--- config.mk ---
export PLATFORM = sky130hd
export DESIGN_NAME = double_free_tracker_table_flat
export DESIGN_NICKNAME = d
export VERILOG_FILES = /design/src/sv/dftt_pkg.sv /design/src/sv/dftt_req_if.sv /design/src/sv/dftt_rsp_if.sv /design/src/sv/dftt_cell.sv /design/src/sv/double_free_tracker_table.sv /design/src/flat_wrapper.sv
export SDC_FILE = /design/constraint.sdc
export NUM_CORES = 2
export LEC_CHECK = 0
export ABC_AREA = 0
export BUFFER_PORTS_ARGS = -buffer_cell sky130_fd_sc_hd__buf_2
export CORE_ASPECT_RATIO = 1.5
export CORE_MARGIN = 2
export CORE_UTILIZATION = 65
export CTS_CLUSTER_SIZE = 10
export DETAILED_ROUTE_END_ITERATION = 8
export PLACE_DENSITY = 0.87
export RECOVER_POWER = 50
export SETUP_SLACK_MARGIN = 0.2
export SLEW_MARGIN = 15
export SYNTH_ARGS = -nofsm -noshare
export SYNTH_HDL_FRONTEND = slang
export SYNTH_HIERARCHICAL = 1
export SYNTH_SLANG_ARGS = --single-unit
--- constraint.sdc ---
create_clock -name clk -period 22.4 [get_ports clk]
set_input_delay 0 -clock clk [delete_from_list [all_inputs] [get_ports clk]]
set_output_delay 0 -clock clk [all_outputs]
set_load 0.03 [all_outputs]
--- src/sv/dftt_pkg.sv ---
`default_nettype none
// ----------------------------------------------------------------------------
// dftt_pkg
// Types, codes and the status transition function of the tracker table.
// ----------------------------------------------------------------------------
package dftt_pkg;

	localparam int TABLE_ENTRIES_DEF = 64;
	localparam int KEY_W             = 32;
	localparam int STATUS_W          = 2;

	// Event kinds
	localparam logic CMD_FREE   = 1'b0;
	localparam logic CMD_MALLOC = 1'b1;

	// Entry status codes
	localparam logic [STATUS_W-1:0] ST_ALLOC = 2'd0;
	localparam logic [STATUS_W-1:0] ST_FREED = 2'd1;
	localparam logic [STATUS_W-1:0] ST_ERROR = 2'd2;

	// Broadcast from the controller to every cell
	typedef struct packed {
		logic              lookup;
		logic              commit;
		logic              hit;
		logic [KEY_W-1:0]    key;
		logic [STATUS_W-1:0] next_status;
	} cell_ctrl_t;

	// What each cell shows to the controller
	typedef struct packed {
		logic              valid;
		logic              match;
		logic [STATUS_W-1:0] status;
	} cell_stat_t;

	// Next status for a tracked entry; an unknown code behaves as error
	function automatic logic [STATUS_W-1:0] next_status_f(
		input logic [STATUS_W-1:0] cur,
		input logic                cmd
	);
		logic [STATUS_W-1:0] nxt;
		case (cur)
			ST_ALLOC: nxt = (cmd == CMD_MALLOC) ? ST_ALLOC : ST_FREED;
			ST_FREED: nxt = (cmd == CMD_MALLOC) ? ST_ALLOC : ST_ERROR;
			default:  nxt = ST_ERROR;
		endcase
		return nxt;
	endfunction

endpackage
`default_nettype wire

--- src/sv/dftt_req_if.sv ---
`default_nettype none
// ----------------------------------------------------------------------------
// dftt_req_if
// Event channel: one malloc or free item per handshake.
// ----------------------------------------------------------------------------
interface dftt_req_if;
	logic                      valid;
	logic                      ready;
	logic                      cmd;
	logic [dftt_pkg::KEY_W-1:0] object_key;

	modport source (output valid, output cmd, output object_key, input ready);
	modport sink   (input valid, input cmd, input object_key, output ready);
endinterface
`default_nettype wire

--- src/sv/dftt_rsp_if.sv ---
`default_nettype none
// ----------------------------------------------------------------------------
// dftt_rsp_if
// Result channel: entry status and flags, one item per event.
// ----------------------------------------------------------------------------
interface dftt_rsp_if;
	logic                         valid;
	logic                         ready;
	logic [dftt_pkg::STATUS_W-1:0] new_status;
	logic                         was_tracked;
	logic                         error_flag;
	logic                         table_full;

	modport source (output valid, output new_status, output was_tracked,
		output error_flag, output table_full, input ready);
	modport sink   (input valid, input new_status, input was_tracked,
		input error_flag, input table_full, output ready);
endinterface
`default_nettype wire

--- src/sv/dftt_cell.sv ---
`default_nettype none
// ----------------------------------------------------------------------------
// dftt_cell
// One table slot: valid flag, key and status, with its own key compare.
// Slots fill in order; a slot claims an insert only when its left neighbor
// is already valid, so the valid flags form a thermometer along the row.
// ----------------------------------------------------------------------------
module dftt_cell (
	input  wire                  clk,
	input  wire                  arst_n,
	input  dftt_pkg::cell_ctrl_t ctrl,
	input  wire                  prev_valid,
	output dftt_pkg::cell_stat_t stat
);
	import dftt_pkg::*;

	logic                valid_q;
	logic [KEY_W-1:0]    key_q;
	logic [STATUS_W-1:0] status_q;
	logic                match_s1;
	logic                insert;

	// claim the insert if this is the first empty slot on a miss
	assign insert = ctrl.commit && !ctrl.hit && prev_valid && !valid_q;

	// hold valid flag and registered compare result
	always_ff @(posedge clk or negedge arst_n) begin
		if (!arst_n) begin
			valid_q  <= 1'b0;
			match_s1 <= 1'b0;
		end else begin
			if (insert) begin
				valid_q <= 1'b1;
			end
			if (ctrl.lookup) begin
				match_s1 <= valid_q && (key_q == ctrl.key);
			end
		end
	end

	// update status on a hit, load key and status on an insert
	always_ff @(posedge clk) begin
		if (ctrl.commit && match_s1) begin
			status_q <= ctrl.next_status;
		end else if (insert) begin
			key_q    <= ctrl.key;
			status_q <= ST_ALLOC;
		end
	end

	assign stat.valid  = valid_q;
	assign stat.match  = match_s1;
	assign stat.status = status_q;

endmodule
`default_nettype wire

--- src/sv/double_free_tracker_table.sv ---
`default_nettype none
// Flow: one event at a time (accept, compare in all cells, update): the
// accepted event is registered, then the result register on rsp is written;
// a new event is taken while the previous result still waits.
// The update stalls only while the result register is still full.
// Reset: arst_n clears all slot valid flags and the control; no sweep needed.
// ----------------------------------------------------------------------------
// double_free_tracker_table
// Tracks malloc/free events per object key in a row of slot cells and
// reports each entry's allocated/freed/error status.
// ----------------------------------------------------------------------------
module double_free_tracker_table #(
	parameter int TABLE_ENTRIES = dftt_pkg::TABLE_ENTRIES_DEF
) (
	input wire         clk,
	input wire         arst_n,
	dftt_req_if.sink   req,
	dftt_rsp_if.source rsp
);
	import dftt_pkg::*;

	typedef enum logic [2:0] {
		S_IDLE   = 3'b001,
		S_LOOKUP = 3'b010,
		S_UPDATE = 3'b100
	} state_t;

	state_t              state_q;
	logic                cmd_q;
	logic [KEY_W-1:0]    key_q;
	cell_ctrl_t          ctrl;
	cell_stat_t          stat [TABLE_ENTRIES];
	logic                hit;
	logic [STATUS_W-1:0] cur_status;
	logic [STATUS_W-1:0] nxt_status;
	logic                full;
	logic                commit;
	logic                rsp_valid_q;
	logic [STATUS_W-1:0] new_status_q;
	logic                was_tracked_q;
	logic                error_flag_q;
	logic                table_full_q;
	logic [STATUS_W-1:0] res_status;
	logic                res_full;

	assign req.ready = (state_q == S_IDLE);
	assign commit    = (state_q == S_UPDATE) && (!rsp_valid_q || rsp.ready);

	// sequence one event: accept, compare, update
	always_ff @(posedge clk or negedge arst_n) begin
		if (!arst_n) begin
			state_q <= S_IDLE;
		end else begin
			case (state_q)
				S_IDLE: begin
					if (req.valid) begin
						state_q <= S_LOOKUP;
					end
				end
				S_LOOKUP: begin
					state_q <= S_UPDATE;
				end
				S_UPDATE: begin
					if (commit) begin
						state_q <= S_IDLE;
					end
				end
				default: begin
					state_q <= S_IDLE;
				end
			endcase
		end
	end

	// hold the accepted event
	always_ff @(posedge clk) begin
		if (req.valid && req.ready) begin
			cmd_q <= req.cmd;
			key_q <= req.object_key;
		end
	end

	// gather the matching cell's status; keys are unique, so at most one hits
	always_comb begin
		hit        = 1'b0;
		cur_status = '0;
		for (int i = 0; i < TABLE_ENTRIES; i++) begin
			hit        = hit | stat[i].match;
			cur_status = cur_status | (stat[i].status & {STATUS_W{stat[i].match}});
		end
	end

	assign nxt_status = next_status_f(cur_status, cmd_q);
	assign full       = stat[TABLE_ENTRIES-1].valid;

	assign ctrl.lookup      = (state_q == S_LOOKUP);
	assign ctrl.commit      = commit;
	assign ctrl.hit         = hit;
	assign ctrl.key         = key_q;
	assign ctrl.next_status = nxt_status;

	// row of slot cells, each fed its left neighbor's valid flag
	for (genvar g = 0; g < TABLE_ENTRIES; g++) begin : g_cell
		if (g == 0) begin : g_head
			dftt_cell u_cell (
				.clk        (clk),
				.arst_n     (arst_n),
				.ctrl       (ctrl),
				.prev_valid (1'b1),
				.stat       (stat[g])
			);
		end else begin : g_body
			dftt_cell u_cell (
				.clk        (clk),
				.arst_n     (arst_n),
				.ctrl       (ctrl),
				.prev_valid (stat[g-1].valid),
				.stat       (stat[g])
			);
		end
	end

	// form the result: hit steps the status, miss inserts or reports full
	assign res_status = hit ? nxt_status : ST_ALLOC;
	assign res_full   = !hit && full;

	// result register
	always_ff @(posedge clk or negedge arst_n) begin
		if (!arst_n) begin
			rsp_valid_q <= 1'b0;
		end else if (commit) begin
			rsp_valid_q <= 1'b1;
		end else if (rsp.ready) begin
			rsp_valid_q <= 1'b0;
		end
	end

	always_ff @(posedge clk) begin
		if (commit) begin
			new_status_q  <= res_status;
			was_tracked_q <= hit;
			error_flag_q  <= (res_status == ST_ERROR);
			table_full_q  <= res_full;
		end
	end

	assign rsp.valid       = rsp_valid_q;
	assign rsp.new_status  = new_status_q;
	assign rsp.was_tracked = was_tracked_q;
	assign rsp.error_flag  = error_flag_q;
	assign rsp.table_full  = table_full_q;

endmodule
`default_nettype wire

--- src/flat_wrapper.sv ---
// flat-port wrapper written by rule: the top's interface ports become plain ports
module double_free_tracker_table_flat import dftt_pkg::*;
#(
	parameter int TABLE_ENTRIES = dftt_pkg::TABLE_ENTRIES_DEF
)
  (clk, arst_n, req_valid, req_cmd, req_object_key, req_ready, rsp_valid, rsp_new_status, rsp_was_tracked, rsp_error_flag, rsp_table_full, rsp_ready);
  dftt_req_if req_i ();
  dftt_rsp_if rsp_i ();
  input wire clk;
  input wire arst_n;
  input wire logic [$bits(req_i.valid)-1:0] req_valid;
  input wire logic [$bits(req_i.cmd)-1:0] req_cmd;
  input wire logic [$bits(req_i.object_key)-1:0] req_object_key;
  output wire logic [$bits(req_i.ready)-1:0] req_ready;
  output wire logic [$bits(rsp_i.valid)-1:0] rsp_valid;
  output wire logic [$bits(rsp_i.new_status)-1:0] rsp_new_status;
  output wire logic [$bits(rsp_i.was_tracked)-1:0] rsp_was_tracked;
  output wire logic [$bits(rsp_i.error_flag)-1:0] rsp_error_flag;
  output wire logic [$bits(rsp_i.table_full)-1:0] rsp_table_full;
  input wire logic [$bits(rsp_i.ready)-1:0] rsp_ready;
  assign req_i.valid = req_valid;
  assign req_i.cmd = req_cmd;
  assign req_i.object_key = req_object_key;
  assign req_ready = req_i.ready;
  assign rsp_valid = rsp_i.valid;
  assign rsp_new_status = rsp_i.new_status;
  assign rsp_was_tracked = rsp_i.was_tracked;
  assign rsp_error_flag = rsp_i.error_flag;
  assign rsp_table_full = rsp_i.table_full;
  assign rsp_i.ready = rsp_ready;
  double_free_tracker_table #(.TABLE_ENTRIES(TABLE_ENTRIES)) u_core (.clk(clk), .arst_n(arst_n), .req(req_i), .rsp(rsp_i));
endmodule
# Word level (Yosys, flattened, before mapping)
# Cells that the tools add are included.
# W data, S select, Z words.
# totals
latch_bits,0
romBits,0
ram_bits,0
word_cells,1183
n_memories,0
out_inout_bits,7
inputBits,37
register_bits,2346
# classes
shifts,0
n_div,0
add_sub_neg,0
n_eq_ne,71
n_reduce_logical,457
n_lt_le_gt_ge,0
bitwise_logic,254
muxes,137
n_mul,0
# op_table
operator,n
$eq A32 B32 Y1,64
$mux W2,130
$logic_and A1 B1 Y1,259
$reduce_and A2 Y1,65
$reduce_bool A2 Y1,65
$and A2 B2 Y2,64
$or A2 B2 Y2,63
$logic_not A1 Y1,66
$not A1 Y1,64
$or A1 B1 Y1,63
$pmux W3 S3,1
$mux W3,2
$pmux W2 S2,1
$eq A3 B1 Y1 const B,1
$eq A3 B2 Y1 const B,1
$eq A3 B3 Y1 const B,1
$mux W1,3
$eq A2 B1 Y1 const B,1
$eq A2 B2 Y1 const B,1
$logic_not A2 Y1,1
$ne A2 B1 Y1 const B,1
$ne A2 B2 Y1 const B,1
$logic_or A1 B1 Y1,1

# Logic depth before layout (Yosys ltp)
# logic_depth
ltp_word,69
ltp_mapped,7
mapped_depth_nobuf,6

# Cells and area by module
# The synthesis kept the hierarchy.
# modules_own_cells
module,n_inst,area_each_um2,cells_per_inst,seq_area_each_um2
dftt_cell,64,1497.7,90,1071.0
double_free_tracker_table,1,2195.9,163,1242.4

# Worst setup path before layout
# OpenSTA, ideal clock, no wires.
# synth_timing
kind,reg-to-reg
startpoint,"register u_core.rsp_valid_q, in the netlist u_core/rsp.valid"
endpoint,"register u_core.g_cell[0].g_head.u_cell.key_q[0], enable pin"
stages_incl_launch_ff,5
arrival_ps,9990
n_path_buf,0
required_time_ps,21939
setup_time_ps,461
path_slack_ps,11949
period_less_slack_ps,10451
cell_sequence,dfrtp_1 nor2b_1 nor2_1 nand3b_1 nor3_1
# synth_via
elab_chain_len,6
word_cells_on_any_way,8
cone_classes,bitwise (1); reduce/logical (7)
# synth_rtl
element,line,text
start: declaration,double_free_tracker_table.sv:38,logic rsp_valid_q;
start signal: assignment,double_free_tracker_table.sv:130,rsp_valid_q <= 1'b0;
start signal: assignment,double_free_tracker_table.sv:132,rsp_valid_q <= 1'b1;
start signal: assignment,double_free_tracker_table.sv:134,rsp_valid_q <= 1'b0;
$logic_not A1 Y1 *,double_free_tracker_table.sv:47,assign commit = (state_q == S_UPDATE) && (!rsp_valid_q || rsp.ready);
$logic_or A1 B1 Y1 *,double_free_tracker_table.sv:47,
$logic_and A1 B1 Y1 *,double_free_tracker_table.sv:47,
via u_core.commit,double_free_tracker_table.sv:37,logic commit;
"$logic_and A1 B1 Y1, on equally long branches","dftt_cell.sv:24, dftt_cell.sv:43",
$logic_and A1 B1 Y1 or $not A1 Y1 (tied branches),-,
$reduce_and A2 Y1 (no line) *,-,
end signal: assignment,dftt_cell.sv:46,key_q <= ctrl.key;
end: declaration,dftt_cell.sv:18,logic [KEY_W-1:0] key_q;
# The timed path passes the listed nets; every way through them passes the cells marked *.
# A chain may end at the register's enable or synchronous reset.

# Final worst setup path
# layout_timing
startpoint,register u_core.key_q[31]
endpoint,register u_core.g_cell[21].g_body.u_cell.match_s1
# layout_via
elab_chain_len,2
# layout_rtl
element,line,text
start: declaration,double_free_tracker_table.sv:30,logic [KEY_W-1:0] key_q;
start signal: assignment,double_free_tracker_table.sv:79,key_q <= req.object_key;
$eq A32 B32 Y1,dftt_cell.sv:36,match_s1 <= valid_q && (key_q == ctrl.key);
$logic_and A1 B1 Y1,dftt_cell.sv:36,
end signal: assignment,dftt_cell.sv:36,
end: declaration,dftt_cell.sv:20,logic match_s1;
# No other way between the ends.

==> impl_metrics.py <==
metrics = {
    "route": {
        "antenna_left": 0,
        "vias": 56874,
        "per_cell_via_count_in_the_routed_design": 6.72,
        "drt_pre_antenna_iters": 8,
        "detail_route.drc_violations": 0,
        "detail_route.iter0.violations": 7577,
        "total_wirelength_of_the_detailed_routed_design_mm": 257,
        "routed_wire_length_per_instance_um": 30.4,
    },
    "floorplan": {
        "die-width_um": 321,
        "placeable_core_area_um2": 150000,
        "die_area_um2": 154000,
        "die_h_um": 480,
        "floorplan.rows": 174,
        "floorplan.initialDensity": 0.655,
        "pin_count": 44,
    },
    "sta": {
        "final_hold_viol_count": 0,
        "setup-tns-final_ns": 0,
        "slew_violations": 4480,
        "max_clock_freq_ghz": 0.0962,
        "max_slew.worst_pin.slew_ns": 10.52,
        "min_period_ns": 10.39,
        "final_worst_path_cycle_share": 0.464,
        "timing.clock.skew_ns": 0.0712,
        "rsz_0062_raised_after_global_routing": "false",
        "max_slew_margin": -6.01,
        "finalSetupViolations": 0,
    },
    "yosys": {
        "postSynth.asyncResetShare": 0.0563,
        "synth_compound_gate_area_share": 0.0195,
        "synth.largest_area_cell": "edfxtp_1",
        "syn_area_per_cell_um2": 16.6,
        "synth_xor_xnor_area_share": 0.183,
        "synth.top_cells.by_area": "edfxtp_1 (68%), xor2_1 (11%), xnor2_1 (6.9%)",
        "netlist_area_um2": 98000,
        "yosysSeqAreaShare": 0.712,
        "synth_enable_flop_cells": 2214,
        "netlist.area_leader.share": 0.678,
        "dominant_combinational_cell_family_by_area_after_synthesis": "XOR/XNOR gates",
        "yosys.area_share.simple": 0.0733,
        "synth_adder_area_share": 0,
        "yosys_synthesis_warning_count": 6,
        "yosysMostFrequentCell": "edfxtp_1",
        "post_synth_most_frequent_cells": "edfxtp_1 (2214), xor2_1 (1280), xnor2_1 (768)",
        "synth_mux_area_frac": 0.000102,
        "synth.ff_latch_count": 2346,
        "synth_cell_type_count": 32,
        "synthesis.instances": 5923,
        "most_instantiated_flip_flop_cell_in_the_synthesis_netlist": "edfxtp_1",
    },
    "power": {
        "maximum_ir_drop_on_the_vdd_rail_mv": 0.185,
        "sum_of_internal_switching_and_leakage_power_mw": 10.8,
        "p_int_mw": 7.95,
        "power_switching_mw": 2.89,
        "power.share.sequential": 0.473,
        "powerDensity_nw_per_um2": 99.0,
        "power_frac_comb": 0.155,
        "share_clk_of_total_power": 0.372,
        "power_switching_share": 0.267,
        "cellLeakagePower_nw": 36.3,
    },
    "critical_path": {
        "cp_common_cell": "clkbuf_1",
        "setup.worst_path.class": "register to register",
        "cp-start-kind": "register",
        "timing.critical_path.required_ns": 23.18,
        "crit_chain": "clkbuf_1 -> clkbuf_1 -> xor2_1 -> nor4_1 -> nand4_1 -> or4_1 -> o22ai_2",
        "worst-path-buf-inv": 2,
        "critical_path_arrival_ns": 11.18,
        "crit_family": "buffers and inverters",
        "cp_max_fo": 99,
        "critPathSlowestCell": "clkbuf_1",
        "cp_slowest_stage_delay_ns": 6.09,
        "critical_path.endpoint_type": "register",
    },
    "place": {
        "hpwlAfterDp_mm": 122,
        "routabilityCongestion": 0.990,
        "placed_cell_count": 7940,
        "port-buffer-count": 43,
        "detailed_place.area_um2": 102000,
    },
    "grt": {
        "grt_overflow_total": 0,
        "first_global_vias": 59570,
        "antenna_violations_before_repair": 5,
        "grtUsageTotal": 0.334,
        "grt_max_degree": 129,
        "grt_pass1_wl_mm": 377,
    },
    "status": {
        "status": "finished with violations",
        "violations": "max-capacitance violations, max-slew violations",
    },
    "clocking": {
        "clockRootBuffer": "clkbuf_16",
        "clock_sinks": 2346,
        "cts_made_buffers": 284,
        "postCtsSetupBuffers": 0,
        "clk-insertion-delay-late_ns": 0.93,
        "clock_tree.htree_level_count": 5,
        "clkSlewWorstSetupHoldPaths_ns": 0.07,
        "clk_path_buf_depth": 4,
        "clock_tree_from_tritoncts": "yes",
    },
    "layout": {
        "area_growth_pct": 11.8,
        "nets": 6400,
        "final_core_utilization": 0.732,
        "final_cell_count_no_fill": 8461,
        "non_filler_cell_area_final_um2": 110000,
        "drive_above_1_share": 0.0843,
    },
    "min_path": {
        "hold_class": "primary input to register",
    },
    "flow_run": {
        "max_cap_violations": 84,
    },
}
## flip-flops by register name, indices dropped and copies added, names as in the netlist
| name | cells |
|---|---|
| u_core/g_cell.g_head.u_cell/key_q | 32 |
| u_core/g_cell.g_head.u_cell/valid_q | 1 |
| u_core/key_q | 32 |
| u_core/rsp.table_full | 1 |
| u_core/g_cell.g_body.u_cell/valid_q | 63 |
| u_core/state_q | 3 |
| u_core/g_cell.g_body.u_cell/key_q | 2016 |
| u_core/g_cell.g_head.u_cell/match_s1 | 1 |
| u_core/rsp.new_status | 2 |
| u_core/rsp.error_flag | 1 |
| u_core/cmd_q | 1 |
| u_core/rsp.was_tracked | 1 |
| u_core/g_cell.g_body.u_cell/match_s1 | 63 |
| u_core/g_cell.g_body.u_cell/status_q | 126 |
| u_core/g_cell.g_head.u_cell/status_q | 2 |
| u_core/rsp.valid | 1 |
## path summary, 6_finish.rpt
path	from	endpoint	slack, ns	cells past startpoint
max	u_core/key_q[31]	u_core/g_cell[21].g_body.u_cell/match_s1	12.01	7
min	rsp_ready	u_core/state_q[0]	0.03	4
max reg2reg	u_core/key_q[31]	u_core/g_cell[21].g_body.u_cell/match_s1	12.01	7
min reg2reg	u_core/g_cell[52].g_body.u_cell/key_q[12]	u_core/g_cell[52].g_body.u_cell/match_s1	0.58	3
max in group asynchronous	arst_n	u_core/g_cell[55].g_body.u_cell/match_s1	16.35	4
min in group asynchronous	arst_n	u_core/g_cell[27].g_body.u_cell/match_s1	2.07	4
## layer usage
metal,global-route usage,part of all wire,vias up
met5,0,0.00014,-
met4,0.213,0.075,6
met3,0.0716,0.12,1135
met2,0.541,0.48,4424
met1,0.410,0.33,28276
li1,-,-,23033
## cells by family (layout without fill, tap and decap cells)
| family | Yosys count | in the layout |
|---|---|---|
| compound gates | 197 | 197 |
| buf+inv | 194 | 793 |
| xor+xnor | 2048 | 2048 |
| simple gates | 1136 | 1136 |
| flops | 2346 | 2346 |
| other cells | 1 | 4 |
| mux | 1 | 1 |
## layout make-up
type	count	area (µm²)
clock inverters	7	72.6
multi-input cells	3384	27400
fillers	7871	40200
flip-flops and latches	2346	69800
inverters	66	249
diodes	2	5.00
repair buffers	281	1860
clock buffers	439	7840
well taps	1936	2420
## what timing repair did
| action | 4_1_cts | 5_1_grt |
|---|---|---|
| hold buffers | 73 | 0 |
| hold endpoints to repair | 147 | 0 |
| resized for setup | 0 | 0 |
## worst min-delay path, stage by stage
cell and delay (ns):
dlygate4sd3_1 0.51, buf_2 0.12, nor2b_1 0.06, a31oi_1 0.21
## placed cells by master (no fill, tap or decap), drive strengths merged
| cell | synthesis | final |
|---|---|---|
| nand3b | 65 | 65 |
| o22ai | 64 | 64 |
| dfrtp | 131 | 131 |
| clkbuf | 0 | 531 |
| nand2 | 2 | 2 |
| a21o | 3 | 3 |
| or4 | 66 | 66 |
| dfstp | 1 | 1 |
| clkinv | 0 | 3 |
| nor2 | 5 | 5 |
| nor3 | 65 | 65 |
| a21oi | 1 | 1 |
| o21a | 64 | 64 |
| nor2b | 1 | 1 |
| nor3b | 65 | 65 |
| dlygate4sd3 | 0 | 72 |
| diode | 0 | 2 |
| nand2b | 66 | 66 |
| a221oi | 32 | 32 |
| and2 | 3 | 3 |
| nand3 | 64 | 64 |
| xor2 | 1280 | 1280 |
| nand4 | 268 | 268 |
| edfxtp | 2214 | 2214 |
| and3 | 128 | 128 |
| xnor2 | 768 | 768 |
| clkinvlp | 0 | 1 |
| conb | 1 | 2 |
| a31oi | 1 | 1 |
| a22o | 32 | 32 |
| inv | 66 | 69 |
| buf | 128 | 117 |
| nor4 | 338 | 338 |
| mux2i | 1 | 1 |
## per-stage QoR
step / hold WS [ns] / worst slack (ns)
finish: 0.0327 / 12.01
global route: 0.0598 / 11.91
CTS: 0.0129 / 17.85
detailed placement: 0.161 / 17.95
global placement: 0.140 / 18.14
floorplan: -0.296 / 11.95
## power by group through the flow
stage	clock network, mW	registers (mW)	logic, mW
2_1_floorplan	0	5.51	0.637
3_3_place_gp	0	5.14	1.46
3_5_place_dp	0	5.15	1.54
4_1_cts	4.03	5.06	1.60
5_1_grt	4.22	5.13	1.73
6_report	4.03	5.13	1.68
No activity file was read; power rests on OpenSTA's default activity.
